### src/dtfc_pkg.sv
`default_nettype none

package dtfc_pkg;

    localparam int CP_W       = 21;
    localparam int WS_MAX_DEF = 16;

    localparam logic [CP_W-1:0] CJK_LO      = 21'h004e00;
    localparam logic [CP_W-1:0] CJK_HI      = 21'h009fff;
    localparam logic [CP_W-1:0] CJK_EXT_LO  = 21'h003400;
    localparam logic [CP_W-1:0] CJK_EXT_HI  = 21'h004dbf;
    localparam logic [CP_W-1:0] ELLIPSIS    = 21'h002026;
    localparam logic [CP_W-1:0] WSPACE_LO   = 21'h002000;
    localparam logic [CP_W-1:0] WSPACE_HI   = 21'h00200f;

    typedef enum logic [1:0] {
        LEAD_START = 2'd0,
        LEAD_HELD  = 2'd1,
        LEAD_SKIP  = 2'd2,
        LEAD_PASS  = 2'd3
    } lead_mode_t;

    // Characters that leave the leading-filler stage for one word
    typedef struct packed {
        logic [CP_W-1:0] v0;
        logic [CP_W-1:0] v1;
        logic [1:0]      n;
        logic            last;
    } lead_list_t;

    // Punctuation and body-start state after one character
    typedef struct packed {
        logic [CP_W-1:0] pchar;
        logic [1:0]      pcount;
        logic            body;
        logic            emit;
    } punct_res_t;

    function automatic logic is_cjk(input logic [CP_W-1:0] c);
        return ((c >= CJK_LO) && (c <= CJK_HI)) || ((c >= CJK_EXT_LO) && (c <= CJK_EXT_HI));
    endfunction

    function automatic logic is_space(input logic [CP_W-1:0] c);
        logic r;
        if (c < 21'h80)
            r = (c == 21'h20) || ((c >= 21'h09) && (c <= 21'h0d));
        else
            r = (c >= WSPACE_LO) && (c <= WSPACE_HI);
        return r;
    endfunction

    function automatic logic is_punct(input logic [CP_W-1:0] c);
        logic r;
        case (c)
            21'h2e, 21'h2c, 21'h21, 21'h3f, 21'h3b,
            21'h3a, 21'h28, 21'h29, 21'h22, 21'h27,
            21'h2018, 21'h2019, 21'h201c, 21'h201d,
            21'h2026, 21'h2014, 21'h2013,
            21'h3001, 21'h3002, 21'h300a, 21'h300b,
            21'hff01, 21'hff0c, 21'hff1a, 21'hff1b,
            21'hff1f, 21'hff08, 21'hff09: r = 1'b1;
            default: r = 1'b0;
        endcase
        return r;
    endfunction

    function automatic logic is_punct_or_space(input logic [CP_W-1:0] c);
        return is_punct(c) || is_space(c);
    endfunction

    function automatic logic is_laugh(input logic [CP_W-1:0] c);
        return (c == 21'h54c8) || (c == 21'h563f) || (c == 21'h5475) || (c == 21'h563b);
    endfunction

    function automatic logic is_uncond_filler(input logic [CP_W-1:0] c);
        return (c == 21'h55ef) || (c == 21'h5443);
    endfunction

    function automatic logic is_cond_filler(input logic [CP_W-1:0] c);
        return (c == 21'h554a) || (c == 21'h54e6) || (c == 21'h5662) ||
               (c == 21'h5509) || (c == 21'h54ce) || (c == 21'h8bf6);
    endfunction

    // Copies a held CJK run leaves behind when it ends
    function automatic logic [1:0] run_copies(input logic [1:0] cnt, input logic [CP_W-1:0] c);
        logic [1:0] r;
        if (cnt == 2'd3)
            r = is_laugh(c) ? 2'd2 : 2'd1;
        else
            r = cnt;
        return r;
    endfunction

    // Collapse punctuation runs, then strip leading punctuation and space
    function automatic punct_res_t punct_step(input logic [CP_W-1:0] y,
                                              input logic [CP_W-1:0] pchar,
                                              input logic [1:0]      pcount,
                                              input logic            body);
        punct_res_t r;
        logic       pass;
        r.pchar  = pchar;
        r.pcount = pcount;
        r.body   = body;
        r.emit   = 1'b0;
        pass     = 1'b1;
        if (!is_punct(y)) begin
            r.pchar  = '0;
            r.pcount = 2'd0;
        end else if ((pcount != 2'd0) && (y == pchar)) begin
            if ((y == ELLIPSIS) && (pcount == 2'd1))
                r.pcount = 2'd2;
            else
                pass = 1'b0;
        end else begin
            r.pchar  = y;
            r.pcount = 2'd1;
        end
        if (pass) begin
            if (body || !is_punct_or_space(y)) begin
                r.body = 1'b1;
                r.emit = 1'b1;
            end
        end
        return r;
    endfunction

endpackage

`default_nettype wire

### src/dtfc_ram.sv
`default_nettype none

module dtfc_ram #(
    parameter int WIDTH = 21,
    parameter int DEPTH = 16,
    localparam int AW   = (DEPTH > 1) ? $clog2(DEPTH) : 1
) (
    input  wire logic             clk,
    input  wire logic             wr_en,
    input  wire logic [AW-1:0]    wr_addr,
    input  wire logic [WIDTH-1:0] wr_data,
    input  wire logic [AW-1:0]    rd_addr,
    output logic      [WIDTH-1:0] rd_data
);

    logic [WIDTH-1:0] mem [DEPTH];

    // Write port and registered read port
    always_ff @(posedge clk)
    begin
        if (wr_en)
            mem[wr_addr] <= wr_data;
        rd_data <= mem[rd_addr];
    end

endmodule

`default_nettype wire

### src/dtfc_lead.sv
`default_nettype none

module dtfc_lead (
    input  wire logic                        clk,
    input  wire logic                        rst_n,
    input  wire logic                        accept,
    input  wire logic [dtfc_pkg::CP_W-1:0]   cp,
    input  wire logic                        last,
    output dtfc_pkg::lead_list_t             list
);

    dtfc_pkg::lead_mode_t        mode_reg, mode_next;
    logic [dtfc_pkg::CP_W-1:0]   held_reg, held_next;

    // Hold the leading-filler state
    always_ff @(posedge clk or negedge rst_n)
    begin
        if (!rst_n) begin
            mode_reg <= dtfc_pkg::LEAD_START;
            held_reg <= '0;
        end else if (accept) begin
            mode_reg <= mode_next;
            held_reg <= held_next;
        end
    end

    // Decide which characters go on to the run stage
    always_comb
    begin
        mode_next = mode_reg;
        held_next = held_reg;
        list.v0   = cp;
        list.v1   = cp;
        list.n    = 2'd0;
        list.last = last;
        case (mode_reg)
            dtfc_pkg::LEAD_START:
            begin
                if (dtfc_pkg::is_uncond_filler(cp)) begin
                    mode_next = dtfc_pkg::LEAD_SKIP;
                end else if (dtfc_pkg::is_cond_filler(cp)) begin
                    mode_next = dtfc_pkg::LEAD_HELD;
                    held_next = cp;
                end else begin
                    mode_next = dtfc_pkg::LEAD_PASS;
                    list.n    = 2'd1;
                end
            end
            dtfc_pkg::LEAD_HELD:
            begin
                held_next = '0;
                if (dtfc_pkg::is_punct_or_space(cp)) begin
                    mode_next = dtfc_pkg::LEAD_SKIP;
                end else begin
                    mode_next = dtfc_pkg::LEAD_PASS;
                    list.v0   = held_reg;
                    list.n    = 2'd2;
                end
            end
            dtfc_pkg::LEAD_SKIP:
            begin
                if (!dtfc_pkg::is_punct_or_space(cp)) begin
                    mode_next = dtfc_pkg::LEAD_PASS;
                    list.n    = 2'd1;
                end
            end
            default:
            begin
                list.n = 2'd1;
            end
        endcase
        // A conditional filler alone in its message is kept; every message restarts
        if (last) begin
            if (mode_next == dtfc_pkg::LEAD_HELD)
                list.n = 2'd1;
            mode_next = dtfc_pkg::LEAD_START;
            held_next = '0;
        end
    end

endmodule

`default_nettype wire

### src/dictation_text_filler_cleanup_unit.sv
// Channel   Dir  Signals                      Word
// s_axis    in   tvalid tready tdata tlast    codepoint; tlast = last of message
// m_axis    out  tvalid tready tdata tuser    out_codepoint; tuser = has_char;
//                tlast                        tlast = end_of_message
//
// A CJK run that ends with two copies, a held filler let through, or a
// character after a flushed run makes a word take longer than the rest.
// A held space run is released one space per cycle from the space RAM,
// unless the output stalls, after the step that starts it; message end emits a marker.
// Reset (rst_n, asynchronous) empties all held state; nothing needs clearing.
// A stalled output register stops the engine; input is taken while the
// current word finishes.
`default_nettype none

module dictation_text_filler_cleanup_unit #(
    parameter int WS_MAX = dtfc_pkg::WS_MAX_DEF
) (
    input  wire logic        clk,
    input  wire logic        rst_n,
    input  wire logic        s_axis_tvalid,
    output logic             s_axis_tready,
    input  wire logic [23:0] s_axis_tdata,   // [20:0] codepoint, [23:21] zero
    input  wire logic        s_axis_tlast,
    output logic             m_axis_tvalid,
    input  wire logic        m_axis_tready,
    output logic      [23:0] m_axis_tdata,   // [20:0] out_codepoint, [23:21] zero
    output logic             m_axis_tuser,   // [0] has_char
    output logic             m_axis_tlast
);

    localparam int CPW = dtfc_pkg::CP_W;
    localparam int CW  = $clog2(WS_MAX + 1);
    localparam int AW  = (WS_MAX > 1) ? $clog2(WS_MAX) : 1;

    dtfc_pkg::lead_list_t lead;
    dtfc_pkg::punct_res_t pr;

    logic            accept, adv, work_done, remaining;
    logic [CPW-1:0]  x;
    logic            x_ok, flush_now;
    logic [1:0]      cur_left;

    logic            w_valid_reg, w_valid_next;
    logic [CPW-1:0]  w_v0_reg, w_v0_next, w_v1_reg, w_v1_next;
    logic [1:0]      w_n_reg, w_n_next, w_pos_reg, w_pos_next;
    logic            w_last_reg, w_last_next;

    logic [CPW-1:0]  run_char_reg, run_char_next;
    logic [1:0]      run_count_reg, run_count_next;
    logic            prev_cjk_reg, prev_cjk_next;
    logic [CW-1:0]   space_count_reg, space_count_next;
    logic [CPW-1:0]  punct_char_reg, punct_char_next;
    logic [1:0]      punct_count_reg, punct_count_next;
    logic            body_reg, body_next;
    logic [1:0]      f_left_reg, f_left_next;
    logic            rel_active_reg, rel_active_next;
    logic [AW-1:0]   rel_idx_reg, rel_idx_next;
    logic            y3_pend_reg, y3_pend_next;
    logic [CPW-1:0]  y3_reg, y3_next;

    logic            out_valid_reg, out_valid_next;
    logic [CPW-1:0]  out_cp_reg, out_cp_next;
    logic            out_has_reg, out_has_next, out_eom_reg, out_eom_next;

    logic            emit;
    logic [CPW-1:0]  e_cp;
    logic            e_has, e_eom;
    logic            wr_en;
    logic [AW-1:0]   wr_addr;
    logic [CPW-1:0]  rd_data;

    assign accept = s_axis_tvalid && s_axis_tready;
    assign adv    = !out_valid_reg || m_axis_tready;

    dtfc_lead u_lead (
        .clk    (clk),
        .rst_n  (rst_n),
        .accept (accept),
        .cp     (s_axis_tdata[CPW-1:0]),
        .last   (s_axis_tlast),
        .list   (lead)
    );

    dtfc_ram #(
        .WIDTH (CPW),
        .DEPTH (WS_MAX)
    ) u_space_ram (
        .clk     (clk),
        .wr_en   (wr_en),
        .wr_addr (wr_addr),
        .wr_data (x),
        .rd_addr (rel_idx_next),
        .rd_data (rd_data)
    );

    assign x    = (w_pos_reg == 2'd0) ? w_v0_reg : w_v1_reg;
    assign x_ok = w_valid_reg && (w_pos_reg < w_n_reg);

    // Advance the run, space and punctuation stages by one step
    always_comb
    begin
        run_char_next    = run_char_reg;
        run_count_next   = run_count_reg;
        prev_cjk_next    = prev_cjk_reg;
        space_count_next = space_count_reg;
        punct_char_next  = punct_char_reg;
        punct_count_next = punct_count_reg;
        body_next        = body_reg;
        f_left_next      = f_left_reg;
        rel_active_next  = rel_active_reg;
        rel_idx_next     = rel_idx_reg;
        y3_pend_next     = y3_pend_reg;
        y3_next          = y3_reg;
        w_pos_next       = w_pos_reg;
        w_last_next      = w_last_reg;
        emit             = 1'b0;
        e_cp             = '0;
        e_has            = 1'b1;
        e_eom            = 1'b0;
        wr_en            = 1'b0;
        wr_addr          = '0;
        pr               = '0;
        cur_left         = (f_left_reg != 2'd0) ? f_left_reg
                           : dtfc_pkg::run_copies(run_count_reg, run_char_reg);
        flush_now        = (f_left_reg != 2'd0) ||
                           ((run_count_reg != 2'd0) &&
                            (x_ok ? !(dtfc_pkg::is_cjk(x) && (x == run_char_reg))
                                  : w_last_reg));
        if (w_valid_reg && adv) begin
            if (rel_active_reg) begin
                // release one held space
                emit            = 1'b1;
                e_cp            = rd_data;
                punct_char_next = '0;
                punct_count_next = 2'd0;
                rel_idx_next    = rel_idx_reg + 1'b1;
                if ((CW'(rel_idx_reg) + 1'b1) == space_count_reg) begin
                    rel_active_next  = 1'b0;
                    space_count_next = '0;
                end
            end else if (y3_pend_reg) begin
                // character that followed a released space run
                pr               = dtfc_pkg::punct_step(y3_reg, punct_char_reg,
                                                        punct_count_reg, body_reg);
                punct_char_next  = pr.pchar;
                punct_count_next = pr.pcount;
                body_next        = pr.body;
                emit             = pr.emit;
                e_cp             = y3_reg;
                y3_pend_next     = 1'b0;
            end else if (flush_now) begin
                // send one copy of the ended CJK run
                emit             = 1'b1;
                e_cp             = run_char_reg;
                punct_char_next  = '0;
                punct_count_next = 2'd0;
                body_next        = 1'b1;
                space_count_next = '0;
                prev_cjk_next    = 1'b1;
                if (cur_left == 2'd1) begin
                    f_left_next    = 2'd0;
                    run_count_next = 2'd0;
                    run_char_next  = '0;
                    if (x_ok && dtfc_pkg::is_cjk(x)) begin
                        run_char_next  = x;
                        run_count_next = 2'd1;
                        w_pos_next     = w_pos_reg + 2'd1;
                    end
                end else begin
                    f_left_next = cur_left - 2'd1;
                end
            end else if (x_ok) begin
                w_pos_next = w_pos_reg + 2'd1;
                if (dtfc_pkg::is_cjk(x)) begin
                    // extend or open a run
                    run_char_next = x;
                    if (run_count_reg == 2'd0)
                        run_count_next = 2'd1;
                    else if (run_count_reg != 2'd3)
                        run_count_next = run_count_reg + 2'd1;
                end else if (dtfc_pkg::is_space(x) &&
                             ((space_count_reg != '0) || prev_cjk_reg) &&
                             (space_count_reg < CW'(WS_MAX))) begin
                    // hold a space after a CJK character
                    wr_en            = 1'b1;
                    wr_addr          = space_count_reg[AW-1:0];
                    space_count_next = space_count_reg + 1'b1;
                end else if (space_count_reg != '0) begin
                    // release held spaces, then this character
                    rel_active_next = 1'b1;
                    rel_idx_next    = '0;
                    y3_pend_next    = 1'b1;
                    y3_next         = x;
                    prev_cjk_next   = 1'b0;
                end else begin
                    pr               = dtfc_pkg::punct_step(x, punct_char_reg,
                                                            punct_count_reg, body_reg);
                    punct_char_next  = pr.pchar;
                    punct_count_next = pr.pcount;
                    body_next        = pr.body;
                    emit             = pr.emit;
                    e_cp             = x;
                    prev_cjk_next    = 1'b0;
                end
            end else if (w_last_reg) begin
                if (space_count_reg != '0) begin
                    // release trailing spaces
                    rel_active_next = 1'b1;
                    rel_idx_next    = '0;
                end else begin
                    // end marker, then back to reset state
                    emit             = 1'b1;
                    e_cp             = '0;
                    e_has            = 1'b0;
                    e_eom            = 1'b1;
                    w_last_next      = 1'b0;
                    run_char_next    = '0;
                    run_count_next   = 2'd0;
                    prev_cjk_next    = 1'b0;
                    punct_char_next  = '0;
                    punct_count_next = 2'd0;
                    body_next        = 1'b0;
                end
            end
        end
    end

    assign remaining = (w_pos_next < w_n_reg) || (f_left_next != 2'd0) ||
                       rel_active_next || y3_pend_next || w_last_next;
    assign work_done = w_valid_reg && adv && !remaining;
    assign s_axis_tready = !w_valid_reg || work_done;

    // Load a new word or retire the finished one
    always_comb
    begin
        w_valid_next = w_valid_reg;
        w_v0_next    = w_v0_reg;
        w_v1_next    = w_v1_reg;
        w_n_next     = w_n_reg;
        if (accept) begin
            w_valid_next = (lead.n != 2'd0) || lead.last;
            w_v0_next    = lead.v0;
            w_v1_next    = lead.v1;
            w_n_next     = lead.n;
        end else if (work_done) begin
            w_valid_next = 1'b0;
        end
    end

    // Fill the result register
    always_comb
    begin
        out_valid_next = out_valid_reg;
        out_cp_next    = out_cp_reg;
        out_has_next   = out_has_reg;
        out_eom_next   = out_eom_reg;
        if (adv) begin
            out_valid_next = emit;
            out_cp_next    = e_cp;
            out_has_next   = e_has;
            out_eom_next   = e_eom;
        end
    end

    always_ff @(posedge clk or negedge rst_n)
    begin
        if (!rst_n) begin
            w_valid_reg     <= 1'b0;
            w_n_reg         <= 2'd0;
            w_pos_reg       <= 2'd0;
            w_last_reg      <= 1'b0;
            run_char_reg    <= '0;
            run_count_reg   <= 2'd0;
            prev_cjk_reg    <= 1'b0;
            space_count_reg <= '0;
            punct_char_reg  <= '0;
            punct_count_reg <= 2'd0;
            body_reg        <= 1'b0;
            f_left_reg      <= 2'd0;
            rel_active_reg  <= 1'b0;
            rel_idx_reg     <= '0;
            y3_pend_reg     <= 1'b0;
            out_valid_reg   <= 1'b0;
        end else begin
            w_valid_reg     <= w_valid_next;
            w_n_reg         <= w_n_next;
            w_pos_reg       <= accept ? 2'd0 : w_pos_next;
            w_last_reg      <= accept ? lead.last : w_last_next;
            run_char_reg    <= run_char_next;
            run_count_reg   <= run_count_next;
            prev_cjk_reg    <= prev_cjk_next;
            space_count_reg <= space_count_next;
            punct_char_reg  <= punct_char_next;
            punct_count_reg <= punct_count_next;
            body_reg        <= body_next;
            f_left_reg      <= f_left_next;
            rel_active_reg  <= rel_active_next;
            rel_idx_reg     <= rel_idx_next;
            y3_pend_reg     <= y3_pend_next;
            out_valid_reg   <= out_valid_next;
        end
    end

    // Payload registers
    always_ff @(posedge clk)
    begin
        w_v0_reg    <= w_v0_next;
        w_v1_reg    <= w_v1_next;
        y3_reg      <= y3_next;
        out_cp_reg  <= out_cp_next;
        out_has_reg <= out_has_next;
        out_eom_reg <= out_eom_next;
    end

    assign m_axis_tvalid = out_valid_reg;
    assign m_axis_tdata  = {3'b000, out_cp_reg};
    assign m_axis_tuser  = out_has_reg;
    assign m_axis_tlast  = out_eom_reg;

    a_rel_has_spaces: assert property (@(posedge clk) disable iff (!rst_n)
        rel_active_reg |-> (space_count_reg != '0))
        else $error("space release with no held spaces");

    a_flush_has_run: assert property (@(posedge clk) disable iff (!rst_n)
        (f_left_reg != 2'd0) |-> (run_count_reg != 2'd0))
        else $error("run flush with no held run");

    a_idle_no_pending: assert property (@(posedge clk) disable iff (!rst_n)
        !w_valid_reg |-> ((f_left_reg == 2'd0) && !rel_active_reg && !y3_pend_reg))
        else $error("pending work with no word loaded");

endmodule

`default_nettype wire
### config.mk
export PLATFORM = sky130hd
export DESIGN_NAME = dictation_text_filler_cleanup_unit
export DESIGN_NICKNAME = d
export VERILOG_FILES = /design/src/dtfc_pkg.sv /design/src/dtfc_ram.sv /design/src/dtfc_lead.sv /design/src/dictation_text_filler_cleanup_unit.sv
export SDC_FILE = /design/constraint.sdc
export NUM_CORES = 1
export LEC_CHECK = 0
export BUFFER_PORTS_ARGS = -buffer_cell sky130_fd_sc_hd__buf_2
export CORE_MARGIN = 2
export CORE_UTILIZATION = 56
export DETAILED_ROUTE_END_ITERATION = 10
export HOLD_SLACK_MARGIN = 0.05
export PLACE_DENSITY_LB_ADDON = 0.08
export SLEW_MARGIN = 0
export SYNTH_ARGS = -nofsm -noshare
export SYNTH_HDL_FRONTEND = slang
export SYNTH_SLANG_ARGS = --single-unit
### constraint.sdc
create_clock -name clk -period 13.55 [get_ports clk]
set_input_delay 2.71 -clock clk [delete_from_list [all_inputs] [get_ports clk]]
set_output_delay 2.71 -clock clk [all_outputs]
set_load 0.02 [all_outputs]
# == Word-level counts from Yosys, hierarchy flattened ==
# Memory sizes are Yosys's and may differ from the RTL's. A register that Yosys moved wholly into a read port is not among the register bits.
# Cells that the tools add are included.
# op_classes
add_sub_neg,6
n_lt_le_gt_ge,22
eq_ne,137
mux,233
n_bitwise,7
reduce_logical,85
# op_table
cell,n
$eq A21 B14 Y1 const B,33
$eq A21 B6 Y1 const B,33
$mux W21,29
$eq A21 B16 Y1 const B,22
$eq A21 B15 Y1 const B,11
$mux W1,129
$mux W2,47
$ge A21 B14 Y1 const B,4
$reduce_or A28 Y1,3
$mux W4,16
$eq A21 B21 Y1,3
$ge A21 B4 Y1 const B,3
$le A21 B14 Y1 const B,3
$le A21 B4 Y1 const B,3
$lt A21 B8 Y1 const B,3
$mux W23,2
$pmux W21 S2,1
$mux W5,7
$reduce_and A8 Y1,4
$logic_or A1 B1 Y1,28
$ge A21 B15 Y1 const B,1
$le A21 B15 Y1 const B,1
$le A21 B16 Y1 const B,1
$logic_and A1 B1 Y1,21
other kinds (35),82
# totals
register_bits,177
ramBits,336
out_inout_bits,28
elab_cells,515
n_memories,1
# mem_list
name,depth,width,read_ports,rd_ports_with_merged_regs,write_ports,line,source
u_space_ram.mem,16,21,1,1,1,dtfc_ram.sv:16,logic [WIDTH-1:0] mem [DEPTH];

# == Longest topological paths before layout ==
# depth
word_depth,54
depth_mapped,20

# == Cells and area by module ==
# A second synthesis with hierarchy kept.
# unflattened
hier_cells,1692
area_unflattened_um2,24522.3
# modules_own_cells
module,instances,cells_each,area_each_um2
dtfc_ram,1,557,13277.7
dictation_text_filler_cleanup_unit,1,910,9158.8
dtfc_lead,1,225,2085.8

# == Worst setup path after synthesis ==
# No wires, ideal clock.
# synth_path
path_kind,in2out
from,input m_axis_tready
to,output s_axis_tready
arrival_time_ns,5.483
setup_slack_ns,5.357
cell_stages,9
n_path_buf,0
cell_sequence,nand2b_1 > nand2_1 > nor3_1 > nand3_1 > nor4_2 > o31ai_1 > ha_1 > a21oi_1 > o41ai_4
# synth_between
elab_chain_len,11
# synth_lines
element,line,source
from (decl),dictation_text_filler_cleanup_unit.sv:25,"input wire logic m_axis_tready,"
$logic_or A1 B1 Y1 *,dictation_text_filler_cleanup_unit.sv:73,assign adv = !out_valid_reg || m_axis_tready;
$logic_and A1 B1 Y1 *,"dictation_text_filler_cleanup_unit.sv:129, dictation_text_filler_cleanup_unit.sv:230",
$mux W2,dictation_text_filler_cleanup_unit.sv:129,if (w_valid_reg && adv) begin
$lt A2 B2 Y1 or $reduce_bool A2 Y1 (tied branches),dictation_text_filler_cleanup_unit.sv:228,assign remaining = (w_pos_next < w_n_reg) || (f_left_next != 2'd0) ||
$logic_or A1 B1 Y1 (2 in series),dictation_text_filler_cleanup_unit.sv:228,
$logic_or A1 B1 Y1 (2 in series),dictation_text_filler_cleanup_unit.sv:229,rel_active_next || y3_pend_next || w_last_next;
$logic_not A1 Y1,dictation_text_filler_cleanup_unit.sv:230,assign work_done = w_valid_reg && adv && !remaining;
$logic_and A1 B1 Y1 *,dictation_text_filler_cleanup_unit.sv:230,
$logic_or A1 B1 Y1 *,dictation_text_filler_cleanup_unit.sv:231,assign s_axis_tready = !w_valid_reg || work_done;
to (decl),dictation_text_filler_cleanup_unit.sv:21,"output logic s_axis_tready,"
# Every way passes the cells marked *; elsewhere a longest branch is shown, timed or not.

# == Final worst setup path ==
# Same ends and word-level chain as after synthesis.

==> impl_metrics.csv <==
group,metric,value,unit
worst_setup_path,cp_max_fo,36,
placed_design,numPortBuffers,50,
placed_design,gp_congestion,0.932,
worst_setup_path,start_kind,"primary input",
power_and_ir_drop,powerDensity,172,nW/um2
timing,tns,0,ps
logic_synthesis,async_reset_ff_share,17.0,%
worst_hold_path,hold_class,"flop to flop",
timing,slew_viol_final,0,
global_route,grt-ovfl-total,0,
floorplanning,fp-row-count,82,
logic_synthesis,synth_edf_count,422,
floorplanning,die_h,229,um
layout,drive_gt1_share,10.6,%
detailed_routing,drt-met1-wl,32.8,mm
worst_setup_path,r2r_end,"u_space_ram.rd_data[16]",
detailed_routing,vias,21600,
logic_synthesis,synth_top_family_by_area,"compound AO/OA/AOI/OAI gates",
layout,largest_reg_flops,336,
layout,regMostFlops,"u_space_ram.mem",
timing,tightest_slew,1210,ps
logic_synthesis,ys_types,93,
detailed_routing,drt_iter0_markers,2419,
cts,ctsLongestPathBuffers,3,
layout,final_nets,2514,
detailed_routing,antenna_left,0,
timing,slew-limit-headroom,18.5,%
logic_synthesis,yosys_warnings,0,
logic_synthesis,synth_xor_area_share,2.32,%
worst_setup_path,required,10840,ps
detailed_routing,drc,0,
detailed_routing,vias_per_cell,6.77,
layout,areaGrowthSynthToFinish,8.88,%
cts,htree_levels,2,
job,max_cap_viol_count,0,
detailed_routing,dr_wl_met3,6.72,mm
floorplanning,die_area,52400,um2
timing,fmax,107,MHz
worst_hold_path,hold_end,"u_lead.held_reg[19]",
cts,cts_hold_buf,0,
worst_setup_path,arrival,6640,ps
run_status,outcome,"finished clean",
worst_setup_path,rrSetupSlack,6870,ps
timing,setup_viol,0,
timing,fin_hold_ws,484,ps
layout,multi_input_area,12000,um2
cts,cts_setup_buffers,0,
timing,fin_crit,9350,ps
placed_design,place_worst_setup_slack,4230,ps
worst_setup_path,worstSetupPathType,"primary input to output pin",
logic_synthesis,synthSimpleGateAreaFrac,12.7,%
global_route,track_usage,31.3,%
logic_synthesis,yosysSeqAreaShare,54.3,%
floorplanning,start_util,56.5,%
worst_setup_path,r2r-start,"w_pos_reg[1]",
timing,hold_viol,0,
worst_hold_path,hold_depth,1,
floorplanning,ios,57,
logic_synthesis,ys_ff_latch,534,
global_route,grt_max_degree,150,
detailed_routing,top_layer,"met4",
cts,cts_sinks,534,
power_and_ir_drop,ir_worst_vdd,0.148,mV
worst_hold_path,hp-start,"u_lead.held_reg[19]",
timing,rsz0062_at_grt,"no",
cts,numCtsBuffers,55,
layout,n_fill_cell,4047,
worst_setup_path,end_kind,"output pin",
detailed_routing,drtPass1Iterations,6,
logic_synthesis,syn_area,28300,um2
detailed_routing,routed_wl,83.7,mm
logic_synthesis,synth_fa_ha_area_share,0.575,%
logic_synthesis,synthCells,2521,
detailed_routing,avgRoutedWirePerCell,26.3,um
logic_synthesis,synth-compound-area-share,15.3,%
worst_setup_path,reg2reg_depth,18,
timing,clock_skew,13.9,ps
cts,ctsResizeCount,0,
layout,seq_area,15400,um2
timing,timing.final.crit_share,69.0,%
logic_synthesis,synthMuxAreaShare,11.1,%
global_route,antenna_found_initial,1,
power_and_ir_drop,p_leak,12.0,nW
cts,cts_root_buf,"clkbuf_16",
logic_synthesis,ys.flop_type,"edfxtp_1",
cts,cts_tree,"built",
global_route,grt_first_pass_wirelength,125,mm
global_route,grt_pass1_vias,20700,
floorplanning,core-area,50100,um2
timing,setup_ws,4200,ps
floorplanning,dieWidth,229,um
detailed_routing,dr_wl_met2,40.2,mm
placed_design,dpl.hpwl,50.0,mm
cts,cts.clk_slew.worst_paths,70,ps
cts,clk_latency,610,ps
logic_synthesis,syn_area_per_cell,11.2,um2
logic make-up after synthesis:
family	Yosys count
buffers and inverters	259
AO/OA/AOI/OAI	609
adder cells (fa/ha/maj)	13
multiplexers	302
AND/OR/NAND/NOR	728
other	1
XOR/XNOR	75
flip-flops	534
synth_stat cells (31+ instances only):
| library cell | instances | share of area, % |
|---|---|---|
| nor4_1 | 40 | 0.88 |
| mux2i_1 | 260 | 9.2 |
| a32oi_1 | 50 | 1.5 |
| a21oi_1 | 140 | 2.5 |
| edfxtp_1 | 422 | 45 |
| nand3_1 | 84 | 1.5 |
| nor3_1 | 98 | 1.7 |
| inv_1 | 44 | 0.58 |
| nand2_1 | 217 | 2.9 |
| buf_1 | 31 | 0.41 |
| clkbuf_1 | 143 | 1.9 |
| dfrtp_1 | 91 | 8.0 |
| xnor2_1 | 50 | 1.5 |
| nor2_1 | 123 | 1.6 |
| o21ai_0 | 54 | 0.95 |
| o211ai_1 | 43 | 1.1 |
| o31ai_1 | 66 | 1.8 |
metal layers:
metal	vias to the layer above	global-route usage (%)
li1	9648	-
met1	10700	39.9
met2	1017	52.9
met3	218	4.63
met4	0	14.4
met5	-	0
through the flow:
step / cell area (um2) / utilization [%] / total power [W] / instances
after detailed placement: 29100 / 58.1 / 0.00382 / 3087
after global placement: 29100 / 58.1 / 0.00379 / 3087
after CTS: 30800 / 61.6 / 0.00530 / 3186
after floorplan: 28300 / - / 0.00331 / 2523
after global routing: 30800 / 61.6 / 0.00551 / 3186
final: 30800 / 61.6 / 0.00531 / 3187
cells in the final DEF (no fill, tap or decap), types with 11 or more instances in the layout:
cell type	count
o21ai_0	54
nand2_1	215
nor3_1	91
xor2_1	25
xnor2_1	50
a22o_1	19
dfxtp_1	21
o21ai_1	16
nand3_1	83
nand2b_1	17
a311oi_1	17
edfxtp_1	422
a21oi_1	140
nor2b_1	14
dfrtp_1	89
o31ai_1	66
clkbuf_1	11
or3_1	23
ha_1	12
nor4_1	34
a221oi_1	28
mux2_2	29
o211ai_1	43
buf_4	48
nor2_1	119
clkbuf_16	55
a22oi_1	21
and2_1	27
a32oi_1	50
o22ai_1	12
mux2i_1	260
buf_2	49
o2111ai_1	11
nand4_1	23
a31oi_1	28
inv_1	44
final cells by class:
type	count	area share (%)
Clock inverter	25	0.670
Timing Repair Buffer	98	2.03
Inverter	53	0.645
Tap cell	672	2.73
Sequential cell	534	49.9
Clock buffer	74	4.96
Multi-Input combinational cell	1730	39.1
Antenna cell	1	0.00812
critical path: stages:
cell and delay, ps:
buf_2 70, nand2b_1 80, buf_4 380, and2_2 710, buf_4 590, nand2_1 250
nor4_1 340, nor2b_1 120, or4_1 580, o41ai_4 450, buf_2 260
report_power, final:
part / switching [W] / internal (W)
Sequential: 0.000133 / 0.00212
Combinational: 0.00109 / 0.000479
Clock: 0.000641 / 0.000844
how the worst max path moves through the flow:
stage                        from            end  slack, ps  cells after the start
global route        m_axis_tready  s_axis_tready       4000                     11
detailed placement  m_axis_tready  s_axis_tready       4230                     11
CTS                 m_axis_tready  s_axis_tready       4240                     11
finish              m_axis_tready  s_axis_tready       4200                     11
floorplan           m_axis_tready  s_axis_tready       5360                      9
global placement    m_axis_tready  s_axis_tready       4300                     11
Power figures use the tool's default switching activity.
